**config.mk**
```make
export PLATFORM = sky130hd
export DESIGN_NAME = xml_entity_codec_core
export DESIGN_NICKNAME = d
export VERILOG_FILES = /design/src/hw/rtl/xec_pkg.sv /design/src/hw/rtl/xml_entity_codec_core.sv /design/src/hw/rtl/xec_front.sv /design/src/hw/rtl/xec_fifo.sv /design/src/hw/rtl/xec_back.sv
export SDC_FILE = /design/constraint.sdc
export NUM_CORES = 1
export LEC_CHECK = 0
export BUFFER_PORTS_ARGS = -buffer_cell sky130_fd_sc_hd__buf_4
export CAP_MARGIN = 20
export CELL_PAD_IN_SITES_DETAIL_PLACEMENT = 1
export CELL_PAD_IN_SITES_GLOBAL_PLACEMENT = 1
export CORE_ASPECT_RATIO = 0.8
export CORE_MARGIN = 10
export CORE_UTILIZATION = 52
export DETAILED_ROUTE_END_ITERATION = 12
export PLACE_DENSITY = 0.89
export SYNTH_ARGS = -nofsm -noshare
export SYNTH_HDL_FRONTEND = slang
export SYNTH_SLANG_ARGS = --single-unit
```
**constraint.sdc**
```tcl
create_clock -name clk -period 6.69 [get_ports clk]
set_input_delay 0.3345 -clock clk [delete_from_list [all_inputs] [get_ports clk]]
set_output_delay 0.3345 -clock clk [all_outputs]
set_load 0.02 [all_outputs]
```
**src/hw/rtl/xec_pkg.sv**
```systemverilog
// shared types, entity tables and match functions for the xml entity codec
`timescale 1ns / 1ps

package xec_pkg;

  localparam int NUM_ENT   = 5;
  localparam int HOLD_MAX  = 5;
  localparam int JOB_BYTES = 6;
  localparam int CNT_W     = 3;

  localparam logic [7:0] CH_AMP  = 8'h26;
  localparam logic [7:0] CH_LT   = 8'h3C;
  localparam logic [7:0] CH_GT   = 8'h3E;
  localparam logic [7:0] CH_QUOT = 8'h22;
  localparam logic [7:0] CH_APOS = 8'h27;
  localparam logic [7:0] CH_SEMI = 8'h3B;

  localparam logic MODE_ESCAPE   = 1'b0;
  localparam logic MODE_UNESCAPE = 1'b1;

  typedef logic [7:0]                  byte_t;
  typedef logic [CNT_W-1:0]            cnt_t;
  typedef logic [JOB_BYTES-1:0][7:0]   text_t;
  typedef logic [HOLD_MAX-1:0][7:0]    hold_t;

  typedef enum logic [2:0] {
    ENT_AMP,
    ENT_LT,
    ENT_GT,
    ENT_QUOT,
    ENT_APOS
  } ent_t;

  // one queued unit of output: cnt bytes, last flags the final one
  typedef struct packed {
    text_t bytes;
    cnt_t  cnt;
    logic  last;
  } job_t;

  typedef struct packed {
    logic  hit;
    byte_t ch;
  } match_t;

  // entity text, first byte at index 0
  function automatic text_t ent_text(input ent_t e);
    text_t t;
    unique case (e)
      ENT_AMP:  t = {8'h00, CH_SEMI, "p", "m", "a", CH_AMP};
      ENT_LT:   t = {8'h00, 8'h00, CH_SEMI, "t", "l", CH_AMP};
      ENT_GT:   t = {8'h00, 8'h00, CH_SEMI, "t", "g", CH_AMP};
      ENT_QUOT: t = {CH_SEMI, "t", "o", "u", "q", CH_AMP};
      ENT_APOS: t = {CH_SEMI, "s", "o", "p", "a", CH_AMP};
      default:  t = '0;
    endcase
    return t;
  endfunction

  function automatic cnt_t ent_len(input ent_t e);
    cnt_t n;
    unique case (e)
      ENT_AMP:  n = cnt_t'(5);
      ENT_LT:   n = cnt_t'(4);
      ENT_GT:   n = cnt_t'(4);
      ENT_QUOT: n = cnt_t'(6);
      ENT_APOS: n = cnt_t'(6);
      default:  n = '0;
    endcase
    return n;
  endfunction

  function automatic byte_t ent_char(input ent_t e);
    byte_t c;
    unique case (e)
      ENT_AMP:  c = CH_AMP;
      ENT_LT:   c = CH_LT;
      ENT_GT:   c = CH_GT;
      ENT_QUOT: c = CH_QUOT;
      ENT_APOS: c = CH_APOS;
      default:  c = '0;
    endcase
    return c;
  endfunction

  // held bytes agree with the entity text over the first p positions
  function automatic logic prefix_ok(input hold_t pend, input cnt_t p, input ent_t e);
    logic  ok;
    text_t t;
    ok = 1'b1;
    t  = ent_text(e);
    for (int i = 0; i < HOLD_MAX; i++) begin
      if ((cnt_t'(i) < p) && (pend[i] != t[i])) ok = 1'b0;
    end
    return ok;
  endfunction

  // held bytes plus b still start some entity, not counting its ';'
  function automatic logic still_prefix(input hold_t pend, input cnt_t p, input byte_t b);
    logic  hit;
    text_t t;
    ent_t  e;
    hit = 1'b0;
    for (int k = 0; k < NUM_ENT; k++) begin
      e = ent_t'(k);
      t = ent_text(e);
      if ((({1'b0, p} + 4'd2) <= {1'b0, ent_len(e)}) && prefix_ok(pend, p, e) &&
          (t[p] == b)) hit = 1'b1;
    end
    return hit;
  endfunction

  // entity closed by a ';' after the held bytes
  function automatic match_t complete_entity(input hold_t pend, input cnt_t p);
    match_t m;
    ent_t   e;
    m = '0;
    for (int k = NUM_ENT - 1; k >= 0; k--) begin
      e = ent_t'(k);
      if ((({1'b0, p} + 4'd1) == {1'b0, ent_len(e)}) && prefix_ok(pend, p, e)) begin
        m.hit = 1'b1;
        m.ch  = ent_char(e);
      end
    end
    return m;
  endfunction

endpackage

```
**src/hw/rtl/xml_entity_codec_core.sv**
```systemverilog
// top level of the xml predefined entity escape/unescape codec
`timescale 1ns / 1ps

// Byte stream codec for the five predefined XML entities; cfg_data selects
// escape (0) or unescape (1) and writing it drops any held entity bytes.
// A byte is taken every cycle while full is low. The front end turns each
// byte into a job of zero to six output bytes and places it in a two-entry
// job queue; the back end sends one output byte per cycle, while pop is
// high, from its job register, so an expanded byte leaves more slowly than
// it came in and the queue absorbs the difference. A result passes through
// the job queue and then the job register before it shows on the outputs.
// In unescape mode bytes after '&' are held (no output) until an entity
// completes, fails, or the record ends.

module xml_entity_codec_core (
  input  logic       clk,
  input  logic       rst_n,
  input  logic       cfg_we,
  input  logic       cfg_data,
  input  logic       push,
  output logic       full,
  input  logic [7:0] in_byte,
  input  logic       in_last,
  output logic       empty,
  input  logic       pop,
  output logic [7:0] out_byte,
  output logic       out_last
);
  import xec_pkg::*;

  job_t front_job;
  job_t q_job;
  logic job_push;
  logic q_full;
  logic q_empty;
  logic q_pop;
  logic accept;

  assign full   = q_full;
  assign accept = push && !q_full;

  // classify and build jobs
  xec_front u_front (
    .clk      (clk),
    .rst_n    (rst_n),
    .cfg_we   (cfg_we),
    .cfg_data (cfg_data),
    .accept   (accept),
    .in_byte  (in_byte),
    .in_last  (in_last),
    .job_push (job_push),
    .job      (front_job)
  );

  // job queue
  xec_fifo u_fifo (
    .clk     (clk),
    .rst_n   (rst_n),
    .wr_en   (job_push),
    .wr_job  (front_job),
    .rd_en   (q_pop),
    .rd_job  (q_job),
    .q_full  (q_full),
    .q_empty (q_empty)
  );

  // serialize jobs to output bytes
  xec_back u_back (
    .clk      (clk),
    .rst_n    (rst_n),
    .q_job    (q_job),
    .q_empty  (q_empty),
    .q_pop    (q_pop),
    .pop      (pop),
    .empty    (empty),
    .out_byte (out_byte),
    .out_last (out_last)
  );

endmodule

```
**src/hw/rtl/xec_front.sv**
```systemverilog
// front end: accepts bytes, tracks pending entity bytes, builds output jobs
`timescale 1ns / 1ps

module xec_front (
  input  logic           clk,
  input  logic           rst_n,
  input  logic           cfg_we,
  input  logic           cfg_data,
  input  logic           accept,
  input  logic [7:0]     in_byte,
  input  logic           in_last,
  output logic           job_push,
  output xec_pkg::job_t  job
);
  import xec_pkg::*;

  logic   mode_r;
  hold_t  pend_r;
  cnt_t   pend_cnt_r;
  cnt_t   pend_cnt_nxt;

  logic   emit_old;
  logic   emit_x;
  byte_t  x;
  logic   wr_amp;
  logic   wr_slot;
  match_t done;
  logic   grow;
  logic   esc_hit;
  ent_t   esc_ent;

  // special byte lookup for escape mode
  always_comb begin
    esc_hit = 1'b1;
    unique case (in_byte)
      CH_AMP:  esc_ent = ENT_AMP;
      CH_LT:   esc_ent = ENT_LT;
      CH_GT:   esc_ent = ENT_GT;
      CH_QUOT: esc_ent = ENT_QUOT;
      CH_APOS: esc_ent = ENT_APOS;
      default: begin
        esc_ent = ENT_AMP;
        esc_hit = 1'b0;
      end
    endcase
  end

  assign done = complete_entity(pend_r, pend_cnt_r);
  assign grow = (pend_cnt_r < cnt_t'(HOLD_MAX)) && still_prefix(pend_r, pend_cnt_r, in_byte);

  // unescape decision: flush held bytes, then at most one more byte
  always_comb begin
    emit_old     = 1'b0;
    emit_x       = 1'b0;
    x            = in_byte;
    wr_amp       = 1'b0;
    wr_slot      = 1'b0;
    pend_cnt_nxt = '0;
    if (pend_cnt_r == '0) begin
      if (in_byte == CH_AMP) begin
        wr_amp       = 1'b1;
        pend_cnt_nxt = cnt_t'(1);
        if (in_last) begin
          emit_x       = 1'b1;
          pend_cnt_nxt = '0;
        end
      end else begin
        emit_x = 1'b1;
      end
    end else if (in_byte == CH_AMP) begin
      emit_old     = 1'b1;
      wr_amp       = 1'b1;
      pend_cnt_nxt = cnt_t'(1);
      if (in_last) begin
        emit_x       = 1'b1;
        pend_cnt_nxt = '0;
      end
    end else if (in_byte == CH_SEMI) begin
      emit_x = 1'b1;
      if (done.hit) begin
        x = done.ch;
      end else begin
        emit_old = 1'b1;
      end
    end else if (grow) begin
      wr_slot      = 1'b1;
      pend_cnt_nxt = pend_cnt_r + cnt_t'(1);
      if (in_last) begin
        emit_old     = 1'b1;
        emit_x       = 1'b1;
        pend_cnt_nxt = '0;
      end
    end else begin
      emit_old = 1'b1;
      emit_x   = 1'b1;
    end
  end

  // job assembly
  always_comb begin
    job.last = in_last;
    if (mode_r == MODE_ESCAPE) begin
      if (esc_hit) begin
        job.bytes = ent_text(esc_ent);
        job.cnt   = ent_len(esc_ent);
      end else begin
        job.bytes = '0;
        job.bytes[0] = in_byte;
        job.cnt   = cnt_t'(1);
      end
    end else begin
      for (int i = 0; i < JOB_BYTES; i++) job.bytes[i] = x;
      for (int i = 0; i < HOLD_MAX; i++) begin
        if (emit_old && (cnt_t'(i) < pend_cnt_r)) job.bytes[i] = pend_r[i];
      end
      job.cnt = (emit_old ? pend_cnt_r : cnt_t'(0)) + cnt_t'(emit_x);
    end
  end

  assign job_push = accept && (job.cnt != '0);

  // mode and pending count
  always_ff @(posedge clk) begin
    if (!rst_n) begin
      mode_r     <= MODE_ESCAPE;
      pend_cnt_r <= '0;
    end else if (cfg_we) begin
      mode_r     <= cfg_data;
      pend_cnt_r <= '0;
    end else if (accept && (mode_r == MODE_UNESCAPE)) begin
      pend_cnt_r <= pend_cnt_nxt;
    end
  end

  // pending bytes
  always_ff @(posedge clk) begin
    if (accept && (mode_r == MODE_UNESCAPE)) begin
      if (wr_amp) pend_r[0] <= CH_AMP;
      if (wr_slot) pend_r[pend_cnt_r] <= in_byte;
    end
  end

endmodule

```
**src/hw/rtl/xec_fifo.sv**
```systemverilog
// two-entry job queue between front and back
`timescale 1ns / 1ps

module xec_fifo (
  input  logic           clk,
  input  logic           rst_n,
  input  logic           wr_en,
  input  xec_pkg::job_t  wr_job,
  input  logic           rd_en,
  output xec_pkg::job_t  rd_job,
  output logic           q_full,
  output logic           q_empty
);
  import xec_pkg::*;

  job_t       mem_r [2];
  logic       wr_ptr_r;
  logic       rd_ptr_r;
  logic [1:0] fill_r;
  logic       do_wr;
  logic       do_rd;

  assign q_full  = (fill_r == 2'd2);
  assign q_empty = (fill_r == 2'd0);
  assign rd_job  = mem_r[rd_ptr_r];
  assign do_wr   = wr_en && !q_full;
  assign do_rd   = rd_en && !q_empty;

  // pointers and fill level
  always_ff @(posedge clk) begin
    if (!rst_n) begin
      wr_ptr_r <= 1'b0;
      rd_ptr_r <= 1'b0;
      fill_r   <= 2'd0;
    end else begin
      if (do_wr) wr_ptr_r <= !wr_ptr_r;
      if (do_rd) rd_ptr_r <= !rd_ptr_r;
      fill_r <= fill_r + 2'(do_wr) - 2'(do_rd);
    end
  end

  // storage
  always_ff @(posedge clk) begin
    if (do_wr) mem_r[wr_ptr_r] <= wr_job;
  end

endmodule

```
**src/hw/rtl/xec_back.sv**
```systemverilog
// back end: walks the current job one output byte per cycle while pop is high
`timescale 1ns / 1ps

module xec_back (
  input  logic           clk,
  input  logic           rst_n,
  input  xec_pkg::job_t  q_job,
  input  logic           q_empty,
  output logic           q_pop,
  input  logic           pop,
  output logic           empty,
  output logic [7:0]     out_byte,
  output logic           out_last
);
  import xec_pkg::*;

  job_t cur_r;
  cnt_t idx_r;
  logic valid_r;
  logic at_end;
  logic take;

  assign at_end   = (idx_r == (cur_r.cnt - cnt_t'(1)));
  assign take     = valid_r && pop;
  assign q_pop    = !q_empty && (!valid_r || (take && at_end));
  assign empty    = !valid_r;
  assign out_byte = cur_r.bytes[idx_r];
  assign out_last = cur_r.last && at_end;

  // current job control
  always_ff @(posedge clk) begin
    if (!rst_n) begin
      valid_r <= 1'b0;
      idx_r   <= '0;
    end else if (q_pop) begin
      valid_r <= 1'b1;
      idx_r   <= '0;
    end else if (take) begin
      if (at_end) begin
        valid_r <= 1'b0;
      end else begin
        idx_r <= idx_r + cnt_t'(1);
      end
    end
  end

  // current job payload
  always_ff @(posedge clk) begin
    if (q_pop) cur_r <= q_job;
  end

endmodule

```
## Word-level counts from Yosys, hierarchy flattened

Memory sizes are Yosys's and may differ from the RTL's. A register that Yosys moved wholly into a read port is not among the register bits.
Index checks and enable logic that the tools add are counted.

- Register bits after elaboration: 52
- Memory bits (writable): 104
- Memory bits (read-only): 320
- Input bits: 15
- Output and inout bits: 11
- Logic and storage cells: 239
- Memories kept: 6

- Add/sub/neg operators: 8
- $lt $le $gt $ge: 12
- Eq/ne operators: 35
- Mux-type cells: 96
- Bitwise operators: 2
- Reductions and logical operators: 68

Memories:

| name | depth | bits a word | rd ports | clocked after Yosys merged registers in | wr ports | RTL line | text |
|---|---|---|---|---|---|---|---|
| u_fifo.mem_r | 2 | 52 | 1 | 1 | 1 | xec_fifo.sv:16 | `job_t mem_r [2];` |
| (no name shown) | 8 | 8 | 1 | 1 | 0 | xec_pkg.sv:108 | `(t[p] == b)) hit = 1'b1;` |
| (no name shown) | 8 | 8 | 1 | 1 | 0 | xec_pkg.sv:108 |  |
| (no name shown) | 8 | 8 | 1 | 1 | 0 | xec_pkg.sv:108 |  |
| (no name shown) | 8 | 8 | 1 | 1 | 0 | xec_pkg.sv:108 |  |
| (no name shown) | 8 | 8 | 1 | 1 | 0 | xec_pkg.sv:108 |  |

Operator list:

| kind | number |
|---|---|
| case mux 46 bit (5 select lines) | 1 |
| two-way mux 8 bit | 19 |
| inequality test 8 x 7 -> 1 bit, second input constant | 12 |
| two-way mux 3 bit | 17 |
| two-way mux 51 bit | 1 |
| two-way mux 49 bit | 1 |
| equality test 8 x 6 -> 1 bit, second input constant | 6 |
| logical AND 1 bit | 47 |
| two-way mux 1 bit | 47 |
| two-way mux 9 bit | 5 |
| bitwise mux 40 bit | 1 |
| equality test 8 bit | 5 |
| binary-select mux 8 bit (select 3 bit) | 1 |
| demux 8 bit (select 3 bit) | 1 |
| inequality test 8 x 6 -> 1 bit, second input constant | 3 |
| equality test 4 x 3 -> 1 bit, second input constant | 3 |
| less-or-equal comparator 4 x 3 -> 1 bit, second input constant | 3 |
| case mux 3 bit (4 select lines) | 1 |
| case mux 3 bit (3 select lines) | 1 |
| less-than comparator 3 x 4 -> 1 bit, second input constant | 2 |
| nonzero test 8 bit | 1 |
| OR reduction 2 bit | 4 |
| adder 3 x 1 -> 3 bit, second input constant | 2 |
| equality test 3 x 2 -> 1 bit, second input constant | 2 |
| other kinds (24) | 35 |

## Depth between registers and ports, before layout

- Depth in word-level cells: 27
- Mapped depth: 20
- Gate-level depth less buffers: 19

## Hierarchy

From an unflattened synthesis, not the netlist that was laid out.

- Cells, all modules: 809
- Area total of the unflattened synthesis: 11,121.9 µm²

Modules (own cells, without submodules):

| module | times used | cells an instance | area an instance (µm²) | sequential area each (µm²) |
|---|---|---|---|---|
| xec_front | 1 | 498 | 4,584.4 | 1,761.7 |
| xec_fifo | 1 | 189 | 4,241.6 | 3,223.1 |
| xec_back | 1 | 121 | 2,282.2 | 1,641.6 |
| xml_entity_codec_core | 1 | 1 | 13.8 | 0.0 |

## Worst setup path before layout

No wires, ideal clock.

- Kind: register to register
- Start: register u_front.pend_cnt_r[2]
- End: memory u_fifo.mem_r[0][0] (netlist name) (enable)
- Setup time: 0.454 ns
- Arrival: 5.539 ns
- Data required time: 6.236 ns
- Setup slack: 0.697 ns
- Stages on the path, launching flop included: 18
- Buffers on the path: 2
- Clock period less this slack: 5.993 ns
- Path through: dfxtp_1 -> buf_2 -> inv_2 -> ha_1 -> clkbuf_1 -> a21oi_2 -> a2111oi_0 -> nand4_1 -> o211ai_2 -> a22oi_4 -> o21ai_4 -> nor2_1 -> ha_1 -> ha_1 -> nor3_1 -> and3_1 -> a221o_1 -> nor3_2

- Word-level cells in the longest chain between the ends: 27
- Elaborated cells on any way between the ends: 93
- Classes of those cells: add/sub: 3; order compare: 9; eq/ne: 3; mux: 42; reduce/logical: 36

Ends and longest elaborated chain:

| what | RTL line | text |
|---|---|---|
| start: declaration | xec_front.sv:19 | `cnt_t pend_cnt_r;` |
| start signal: assignment | xec_front.sv:131 | `pend_cnt_r <= pend_cnt_nxt;` |
| less-than comparator 1 x 3 -> 1 bit | xec_pkg.sv:93 | `if ((cnt_t'(i) < p) && (pend[i] != t[i])) ok = 1'b0;` |
| logical AND 1 bit | xec_pkg.sv:93 |  |
| two-way mux 1 bit (5 in a row) | xec_pkg.sv:93 |  |
| logical AND 1 bit (2 in a row) | xec_pkg.sv:107 | `if ((({1'b0, p} + 4'd2) <= {1'b0, ent_len(e)}) && prefix_ok(pend, p, e) &&` |
| two-way mux 1 bit (5 in a row) | xec_pkg.sv:107 |  |
| logical AND 1 bit | xec_front.sv:49 | `assign grow = (pend_cnt_r < cnt_t'(HOLD_MAX)) && still_prefix(pend_r, pend_cnt_r, in_byte);` |
| two-way mux 1 bit | xec_front.sv:85 | `end else if (grow) begin` |
| two-way mux 1 bit | xec_front.sv:78 | `end else if (in_byte == CH_SEMI) begin` |
| [2 not listed] | n/a |  |
| two-way mux 3 bit | xec_front.sv:116 | `job.cnt = (emit_old ? pend_cnt_r : cnt_t'(0)) + cnt_t'(emit_x);` |
| adder 3 x 1 -> 3 bit (*) | xec_front.sv:116 |  |
| two-way mux 51 bit (*) | xec_front.sv:102 | `if (mode_r == MODE_ESCAPE) begin` |
| nonzero test 3 bit (*) | xec_front.sv:120 | `assign job_push = accept && (job.cnt != '0);` |
| logical AND 1 bit (*) | xec_front.sv:120 |  |
| logical AND 1 bit (*) | xec_fifo.sv:26 | `assign do_wr = wr_en && !q_full;` |
| two-way mux 1 bit (*) | xec_fifo.sv:44 | `if (do_wr) mem_r[wr_ptr_r] <= wr_job;` |
| two-way mux 1 bit (implied by the code) (*) | xec_fifo.sv:44 |  |
| end: declaration | xec_fifo.sv:16 |  |

Mark *: on every way between the ends. The rest lies on a longest branch, timed or not.

## Worst setup path after layout

- Start: register u_front.pend_cnt_r[2]
- End: memory u_fifo.mem_r[1][34] (netlist name) (enable)

Same word-level chain as after synthesis.

==> flow_metrics.tcl <==
set metrics [dict create \
    globalRoute.totalOverflow 0 \
    cap_violations 0 \
    syn_inst 797 \
    clkTransAtPathRegs_ns 0.06 \
    fmax_mhz 179 \
    final_cells 1102 \
    synth_top_family_by_area "multiplexers" \
    clockBufferDepth 3 \
    placed_cell_area_sq_um 11100 \
    synthSimpleGateAreaFrac_pct 9.53 \
    grt_max_degree 55 \
    synthTopCellsByArea "edfxtp_1 55%, dfxtp_1 6.7%, mux2_2 5.5%, mux2i_1 3.5%, ha_1 2.9%" \
    leakagePower_nw 4.49 \
    layout-drive-gt1-share_pct 17.8 \
    synth_most_common_cell "edfxtp_1" \
    async_reset_ff_share_pct 0 \
    critPathTopFamily "compound AO/OA/AOI/OAI gates" \
    dr.pass1.iters 5 \
    drtIter0Drc 738 \
    vias_per_cell 6.33 \
    syn_nets 837 \
    worst-path-max-fanout 52 \
    wl_per_cell_microns 26.7 \
    setup_tns_ns 0 \
    placed_cells 1057 \
    hold-worst-slack_ns 0.0442 \
    rsz0062_at_grt "no" \
    slew_violations 0 \
    synth_xor_area_share_pct 3.19 \
    vdd_drop_max_v 0.000208 \
    syn_area_sq_um 10700 \
    critPathKind "register to register" \
    period_minus_slack_ns 5.58 \
    cts_htree_levels 1 \
    ys_ff_latch 232 \
    placement.io_buffers 25 \
    rows 46 \
    muxShareOfSynthArea_pct 11.1 \
    ys.flop_type "edfxtp_1" \
    dieWidth_microns 180 \
    antenna_cells 0 \
    cp.arrival_ns 5.73 \
    initial_utilization_pct 53.4 \
    root_buffer "clkbuf_16" \
    worstSkewPairLatency_ns 0.53 \
    gp_congestion 0.929 \
    routed-via-count 6972 \
    die-area_sq_um 26800 \
    hpwl_mm 20.2 \
    final_hold_viol_count 0 \
    first_global_vias 7490 \
    synth_edf_count 196 \
    post_cts_buffers 0 \
    synthAdderAreaFrac_pct 2.92 \
    yosysTopAreaCellShare_pct 55.0 \
    antenna_found_initial 0 \
    hp-class "primary input to register" \
    finalSetupViolCount 0 \
    timing.final.crit_share_pct 83.5 \
    ys_warn_count 0 \
    power_density_nw_per_um2 337 \
    crit_slowest_cell "a2111oi_0" \
    postRouteAntennaNets 0 \
    numCtsBuffers 24 \
    stdcell_area_sq_um 11900 \
    cp_num_buf_inv 2 \
    cp-start-kind "register" \
    p_total_mw 4.01 \
    die_height_microns 148 \
    worstPathCellList "inv_2 > ha_1 > a21oi_2 > a2111oi_0 > nand4_1 > o211ai_2 > a22oi_4 > o21ai_4 > nor2_1 > ha_1 > ha_1 > nor3_1 > and3_1 > a221o_1 > nor2_1 > and2_2 > buf_4" \
    core_sq_um 20000 \
    wl_mm 29.4 \
    status "completed" \
    synth-seq-area-share_pct 61.7 \
    syn_avg_cell_area_sq_um 13.4 \
    synth_cell_types 78 \
    cts_tree "built" \
    postCtsHoldBufs 0 \
    endpoint_kind "register" \
    cpPeakStageDelay_ns 0.61 \
    route.detailed.drc 0 \
    grt_pass1_wl_mm 45.1 \
    final_nets 860 \
    area_growth_pct 11.3 \
    synthTopCellsByCount "196 x edfxtp_1, 53 x nor2_1, 52 x mux2_2, 47 x nand2_1, 37 x mux2i_1" \
    timing_worst_slew_pin_value_ns 1.12 \
    cts.sinks 232 \
    synth-compound-area-share_pct 8.78 \
    grt_usage_pct 21.5 \
    slew_headroom_pct 24.8 \
    fin_skew_ns 0.0162 \
    critPathMostFrequentCell "ha_1" \
    cts_resized 0 \
    ios 26 \
    cp.required_ns 6.84 \
    synth_top_area_cell "edfxtp_1" \
]
[per-stage QoR]
stage,setup slack [ns],utilization (%)
floorplan,0.697,-
global placement,1.60,55.6
detailed placement,1.19,55.6
CTS,1.15,59.4
global route,0.580,59.5
finish,1.11,59.5
[worst paths after layout]
kind,start,cells after the start,slack [ns],to
worst max register to register,u_front.pend_cnt_r[2],17,1.11,u_fifo.mem_r[1][34]
worst min register to register,u_fifo.mem_r[0][9],1,0.55,u_back.cur_r[9]
worst max-delay path,u_front.pend_cnt_r[2],17,1.11,u_fifo.mem_r[1][34]
worst min-delay path,rst_n,2,0.04,u_fifo.wr_ptr_r
[layout make-up]
cell class / instances / area [sq um]
Inverter: 36 / 135
Sequential cell: 232 / 6610
Clock buffer: 35 / 683
Clock inverter: 9 / 81.3
Multi-Input combinational cell: 491 / 3810
Timing Repair Buffer: 35 / 263
Fill cell: 1932 / 8120
Tap cell: 264 / 330
[worst register-to-register path: stages (launching register included)]
cell and delay [ns]:
dfxtp_1 0.49, inv_2 0.24, ha_1 0.45, a21oi_2 0.19
a2111oi_0 0.61, nand4_1 0.26, o211ai_2 0.16, a22oi_4 0.15
o21ai_4 0.35, nor2_1 0.10, ha_1 0.20, ha_1 0.31
nor3_1 0.08, and3_1 0.21, a221o_1 0.43, nor2_1 0.19
and2_2 0.17, buf_4 0.58
[kinds of logic after synthesis]
kind of cell    Yosys count
compound gates          130
xor+xnor                 39
fa+ha+maj                25
buf+inv                  74
flops                   232
mux                     101
simple gates            196
[layer usage]
metal  part of all wire [%]  global-route usage, %  vias to the layer above
li1                       -                      -                     3037
met1                     40                   27.0                     3505
met2                     49                   36.9                      355
met3                    8.6                   4.68                       75
met4                    2.6                   5.77                        0
met5                      0                      0                        -
[cell usage in the layout, fill, tap and decap left out, types with 7 or more instances in the layout]
cell type and count:
o21ai_1 19, buf_4 35, nor3_1 10, nand4_1 7
a21o_1 12, mux2_2 52, nor4_1 9, nor2_1 52
o22ai_1 16, mux4_2 8, xnor2_1 29, nand3_1 14
nor2b_1 7, clkbuf_1 8, xor2_1 10, mux2i_1 37
dfxtp_1 35, nand2_1 47, a21oi_1 27, clkbuf_16 25
o21a_1 7, inv_1 32, ha_1 25, edfxtp_1 196
[where the power goes]
group	total, mW	switching (mW)	internal (mW)
sequential	1.96	0.0806	1.88
clock	1.30	0.548	0.750
combinational	0.756	0.450	0.306
total	4.01	1.08	2.93
Power figures use the tool's default switching activity.
